$ cat config.mk
export PLATFORM = sky130hd
export DESIGN_NAME = fgrs_chain
export DESIGN_NICKNAME = d
export VERILOG_FILES = /design/src/sv/fgrs_pkg.sv /design/src/sv/fgrs_cell.sv /design/src/sv/fgrs_chain.sv
export SDC_FILE = /design/constraint.sdc
export NUM_CORES = 2
export LEC_CHECK = 0
export ABC_AREA = 1
export BUFFER_PORTS_ARGS = -buffer_cell sky130_fd_sc_hd__buf_2
export CAP_MARGIN = 10
export CELL_PAD_IN_SITES_DETAIL_PLACEMENT = 1
export CELL_PAD_IN_SITES_GLOBAL_PLACEMENT = 2
export CORE_UTILIZATION = 42
export CTS_CLUSTER_SIZE = 28
export DETAILED_ROUTE_END_ITERATION = 12
export MAX_ROUTING_LAYER = met4
export PLACE_DENSITY_LB_ADDON = 0.1
export SYNTH_ARGS = -nofsm -noshare
export SYNTH_HDL_FRONTEND = slang
export SYNTH_SLANG_ARGS = --single-unit
$ cat constraint.sdc
create_clock -name clk -period 11.5 [get_ports clk]
set_input_delay 3.45 -clock clk [delete_from_list [all_inputs] [get_ports clk]]
set_output_delay 3.45 -clock clk [all_outputs]
set_load 0.02 [all_outputs]
$ cat src/sv/fgrs_pkg.sv
// Shared constants and types for the filtered gap rescue selector.
package fgrs_pkg;

  // Buffer geometry
  localparam int REGION_DEPTH = 32;
  localparam int FILL_W       = $clog2(REGION_DEPTH + 1);

  // Field widths
  localparam int POS_W = 16;
  localparam int CNT_W = 32;
  localparam int THR_W = 16;

  // Running multiple of the threshold: up to (REGION_DEPTH + 2) * threshold
  localparam int ACC_W = THR_W + $clog2(REGION_DEPTH + 2);

  localparam logic [THR_W-1:0] THR_RESET = THR_W'(100);

  // One buffered filtered hit
  typedef struct packed {
    logic [POS_W-1:0] num;
    logic [CNT_W-1:0] cnt;
  } entry_t;

  // Broadcast control from the sequencer to every cell
  typedef struct packed {
    logic              insert;
    logic              pop;
    logic [FILL_W-1:0] fill;
    entry_t            new_entry;
  } cell_ctl_t;

endpackage

$ cat src/sv/fgrs_cell.sv
// One slot of the sorted hit chain: holds an entry, shifts on insert or pop.
module fgrs_cell import fgrs_pkg::*; (
  input  logic              clk,
  input  cell_ctl_t         ctl,
  input  logic [FILL_W-1:0] slot,
  input  logic              prev_lt,
  input  entry_t            prev_entry,
  input  entry_t            next_entry,
  output logic              lt,
  output entry_t            entry
);

  // New entry belongs at or before this slot (empty slots act as +inf).
  // Equal counts keep the older entry first.
  assign lt = (slot >= ctl.fill) || (ctl.new_entry.cnt < entry.cnt);

  always_ff @(posedge clk) begin
    if (ctl.insert) begin
      if (prev_lt) begin
        entry <= prev_entry;
      end else if (lt) begin
        entry <= ctl.new_entry;
      end
    end else if (ctl.pop) begin
      entry <= next_entry;
    end
  end

endmodule

$ cat src/sv/fgrs_chain.sv
// Row of cells kept in ascending count order; the head is the next to rescue.
module fgrs_chain import fgrs_pkg::*; (
  input  logic      clk,
  input  cell_ctl_t ctl,
  output entry_t    head
);

  entry_t entries [REGION_DEPTH];
  logic   lts     [REGION_DEPTH];

  genvar i;
  generate
    for (i = 0; i < REGION_DEPTH; i++) begin : g_cell
      entry_t prev_e;
      entry_t next_e;
      logic   prev_l;

      // Neighbor hookup; the ends see constants or themselves
      if (i == 0) begin : g_first
        assign prev_l = 1'b0;
        assign prev_e = entries[0];
      end else begin : g_mid
        assign prev_l = lts[i-1];
        assign prev_e = entries[i-1];
      end
      if (i == REGION_DEPTH - 1) begin : g_tail
        assign next_e = entries[i];
      end else begin : g_body
        assign next_e = entries[i+1];
      end

      fgrs_cell u_cell (
        .clk        (clk),
        .ctl        (ctl),
        .slot       (FILL_W'(i)),
        .prev_lt    (prev_l),
        .prev_entry (prev_e),
        .next_entry (next_e),
        .lt         (lts[i]),
        .entry      (entries[i])
      );
    end
  endgenerate

  assign head = entries[0];

endmodule

* Word level (Yosys, flattened, before mapping) *
Index checks and enable logic that the tools add are counted.
W data, S select, Z words.

word-level totals
  register bits = 1536
  bits in latches = 0
  RAM bits = 0
  ROM bits = 0
  output and inout bits = 48
  logic and storage cells = 350
  memories kept = 0

operators by class
  add/sub/neg operators = 0
  multipliers = 0
  div/mod/pow operators = 0
  order comparisons = 64
  eq/ne operators = 31
  shifts and indexed selects = 0
  mux-type cells = 125
  bitwise gates (word level) = 0
  reductions and logical operators = 66

operators with widths
  cell                  count
  $mux W48              125
  $lt A32 B32 Y1        32
  $ge A5 B6 Y1 const A  16
  $ne A3 B1 Y1 const B  30
  $reduce_and A2 Y1     32
  $ge A4 B6 Y1 const A  8
  $logic_or A1 B1 Y1    32
  $ge A3 B6 Y1 const A  4
  $ge A1 B6 Y1 const A  2
  $ge A2 B6 Y1 const A  2
  $reduce_bool A2 Y1    2
  $ne A2 B1 Y1 const B  1

* Depth between registers and ports, before layout *
  depth in word-level cells = 5
  mapped depth = 19
  depth with buffers taken out = 16

* Modules after synthesis *
From an unflattened synthesis, not the netlist that was laid out.

second synthesis, totals
  cells, all modules = 13602
  area, all modules = 116559.3 um2

by module, submodules not included
  module      times used  cells each  area an instance (um2)  seq. area each (um2)
  fgrs_cell   32          425         3642.2                  1441.4
  fgrs_chain  1           2           7.5                     0.0

* Least setup slack after synthesis *
Ideal clock, no wire load.

  path type = input-to-reg
  start point = input ctl[5] in the netlist's numbering
  end point = register g_cell[29].u_cell.entry[0] in the netlist's numbering (enable)
  arrival = 6.777 ns
  required time = 11.046 ns
  path slack = 4.270 ns
  stages = 13
  buffers on the path = 1
  path through = ha_1 > a21oi_1 > nor2_1 > nor3_1 > nand2_1 > nand2_1 > nand2_1 > nand2_1 > nand2_1 > nand2_1 > clkbuf_1 > nor2_1 > nor2_1

on the way
  word-level cells in the longest chain between the ends = 4
  elaborated cells on any way between the ends = 6

ends and longest elaborated chain
  what                           RTL line         text
  from (decl)                    fgrs_chain.sv:4  input cell_ctl_t ctl,
  $lt A32 B32 Y1                 fgrs_cell.sv:15  assign lt = (slot >= ctl.fill) || (ctl.new_entry.cnt < entry.cnt);
  $logic_or A1 B1 Y1             fgrs_cell.sv:15
  $ne A3 B1 Y1 (no line) *       -
  $reduce_and A2 Y1 (no line) *  -
  to (signal assigned)           fgrs_cell.sv:20  entry <= prev_entry;
  to (signal assigned)           fgrs_cell.sv:22  entry <= ctl.new_entry;
  to (signal assigned)           fgrs_cell.sv:25  entry <= next_entry;
  to (decl)                      fgrs_cell.sv:10  output entry_t entry

Mark *: on every way between the ends. The rest lies on a longest branch, timed or not.
A chain may end at the register's enable or synchronous reset.

* Worst setup path after layout *
  start point = input ctl[7] in the netlist's numbering
  end point = register g_cell[16].u_cell.entry[46] in the netlist's numbering (enable)

on the way
  word-level cells in the longest chain between the ends = 4
  elaborated cells on any way between the ends = 6

ends and longest elaborated chain
  what                           RTL line
  $lt A32 B32 Y1                 fgrs_cell.sv:15
  $logic_or A1 B1 Y1             fgrs_cell.sv:15
  $ne A3 B1 Y1 (no line) *       -
  $reduce_and A2 Y1 (no line) *  -
  to (signal assigned)           fgrs_cell.sv:20
  to (signal assigned)           fgrs_cell.sv:22
  to (signal assigned)           fgrs_cell.sv:25
  to (decl)                      fgrs_cell.sv:10

Marked as above.

==> out/qor.yml <==
status: "finished clean"
synth_enable_flop_cells: 1536
p_clk_frac: 0.183
arrival_ns: 7.69
synthesis.nets: 15800
min_path_type: "flop to flop"
cts_root_buffer: "clkbuf_16"
first_pass_iters: 5
ys_seq_elements: 1536
h-tree-depth: 4
first_iter_violations: 10800
final_util: 0.460
rrSetupSlack_ns: 7.14
p_leak_nw: 60.4
wl_per_cell_um: 28.1
hpwl_um: 348000
die_h_um: 513
timing.final.crit_share: 0.640
multi_input_area_um2: 53500
cap_violations: 0
area_growth_pct: 8.77
seqPwrFrac: 0.366
p_comb_frac: 0.451
fp.dieW_um: 513
cts_tree: "done"
dp_cells: 17600
worstSetupPathType: "input pin to flop"
swShare: 0.469
insertion_delay_ns: 0.90
total_power_mw: 33.7
yosys_warnings: 0
clockBufferDepth: 3
synth_area_per_cell_um2: 7.43
final_common_cell: "nand2_1"
ctsResizeCount: 0
worstHoldStart: "g_cell[31].u_cell.entry[43]"
setup_violations: 0
max_slew_margin: 0.125
largest_reg_flops: 1536
postRouteAntennaNets: 0
grt_pass1_vias: 109000
place_congestion: 0.949
slew_viol_final: 0
crit_family: "buffers and inverters"
final_cell_mix: "nand2_1, nand3_1, inv_1"
seq_area_um2: 46100
path_cells: "buf_2, buf_4, ha_1, nand2_1, o21a_1, nand2_1, nand2_1, nand2_1, nand2_1, nand2_1, buf_4, nand2_1, buf_4, o21ai_0, nand2_2"
hold_viol: 0
postCtsSetupBuffers: 0
top_regs: "g_cell.u_cell.entry: 1536 flops"
grt_usage: 0.388
synthesis.area_um2: 110000
min_path_cells: 2
numCtsBuffers: 194
hold-path-endpoint: "g_cell[30].u_cell.entry[43]"
vdd_drop_max_v: 0.000182
viasPerCell: 5.93
layout-drive-gt1-share: 0.0516
clk_pin_slew_ns: 0.06
power.density_nw_per_um2: 282
start_util: 0.423
path_buf_inv: 4
cp-end-kind: "flop"
ys_seq_area_frac: 0.420
antenna_found_initial: 21
final_cells: 18000
hold_buffers: 0
min_period_ns: 7.36
grt_max_degree: 222
reg2reg_depth: 13
max_clock_freq_ghz: 0.136
synth.distinct_cells: 30
worstReg2RegEnd: "g_cell[1].u_cell.entry[14]"
setup.worst_path.start: "ctl[7]"
place.port_buffers: 104
worstMarginPinSlew_ns: 1.31
std_cell_rows: 187
r2r-start: "g_cell[0].u_cell.entry[27]"
power_switching_mw: 15.8
p_int_mw: 17.9
ys.flop_type: "edfxtp_1"
rsz0062_at_grt: "no"
nFillCells: 32200
nets: 15500
grt-ovfl-total: 0
cpMostUsedCell: "nand2_1"
syn_inst: 14800
core_um2: 260000
async_reset_ff_frac: 0
crit_path_start_kind: "input pin"
io_pins: 105
crit_fanout: 49
fin_setup_tns_ns: 0
crit_slowest_cell: "nand2_2"
grt_first_pass_wirelength_um: 736000
cts_sinks: 1536
drt_wl_total_um: 504000
slowest_delay_ns: 0.78
drc: 0
required_ns: 11.83
setup_slack_ns: 4.14
preCtsSetupSlack_ns: 3.25
fin_skew_ns: 0.0506
die-area_um2: 264000
top_register: "g_cell.u_cell.entry"
vias: 107000
[layer usage]
layer,track usage,share of wire,up-vias
met1,0.475,0.40,53400
met2,0.613,0.46,4317
met4,0.214,0.065,0
li1,-,-,47600
met5,-,0,-
met3,0.0593,0.075,1209
[power by group through the flow]
stage	Clock [mW]	Sequential, mW	Combinational (mW)
global route	6.42	12.5	17.1
finish	6.18	12.3	15.2
CTS	6.24	12.3	15.1
detailed placement	0	12.3	15.0
global placement	0	12.3	14.4
floorplan	0	11.0	10.1
[synthesized netlist by cell type (39+ instances only)]
master / instances / area share
buf_1: 45 / 0.0015
edfxtp_1: 1536 / 0.42
a21oi_1: 480 / 0.022
nor3_1: 57 / 0.0026
nand3_1: 2961 / 0.13
clkbuf_1: 712 / 0.024
inv_1: 1778 / 0.061
nand2_1: 5414 / 0.19
buf_2: 156 / 0.0071
ha_1: 992 / 0.11
nor2_1: 273 / 0.0093
o21ai_0: 240 / 0.011
nand4_1: 39 / 0.0022
[final cells by class]
class                   count  area share
repair buffers            365      0.0226
flip-flops and latches   1536       0.386
multi-input cells       10500       0.447
clock buffers             233      0.0426
diodes                      8    0.000168
clock inverters           123     0.00908
inverters                1791      0.0564
well taps                3402      0.0356
[cell families (layout without fill, tap and decap cells)]
group | count (synthesis) | after routing | share of synthesized area
DFF | 1536 | 1536 | 0.420
adders and majority gates | 992 | 992 | 0.113
buffers and inverters | 2732 | 2512 | 0.0961
other | 0 | 8 | 0
and+or+nand+nor | 8756 | 8756 | 0.335
AOI/OAI and AO/OA | 768 | 768 | 0.0360
[worst max-delay path by stage]
stage,endpoint,slack [ns],depth (start not counted)
4_1_cts,g_cell[1].u_cell.entry[10],4.20,14
3_3_place_gp,g_cell[1].u_cell.entry[11],3.31,14
3_5_place_dp,g_cell[1].u_cell.entry[9],3.25,14
5_1_grt,g_cell[16].u_cell.entry[38],3.93,15
2_1_floorplan,g_cell[29].u_cell.entry[0],4.27,13
6_report,g_cell[16].u_cell.entry[46],4.14,15
[metrics by stage]
step                instance area [um2]  hold WS [ns]
global route                     119000         0.546
CTS                              119000         0.524
floorplan                        110000         0.495
global placement                 113000         0.501
finish                           119000         0.527
detailed placement               113000         0.518
[worst reg2reg max path, stage by stage, from the launching register on]
cell      delay (ns)
edfxtp_1        0.52
inv_1           0.12
ha_1            0.30
a21oi_1         0.14
o21ai_0         0.12
nand2_1         0.08
nand3_1         0.21
a21oi_1         0.24
nand2_2         0.09
nand2_2         0.06
buf_4           0.56
o21ai_0         0.32
nand2_2         0.87
buf_4           0.42
Power figures use the tool's default switching activity.
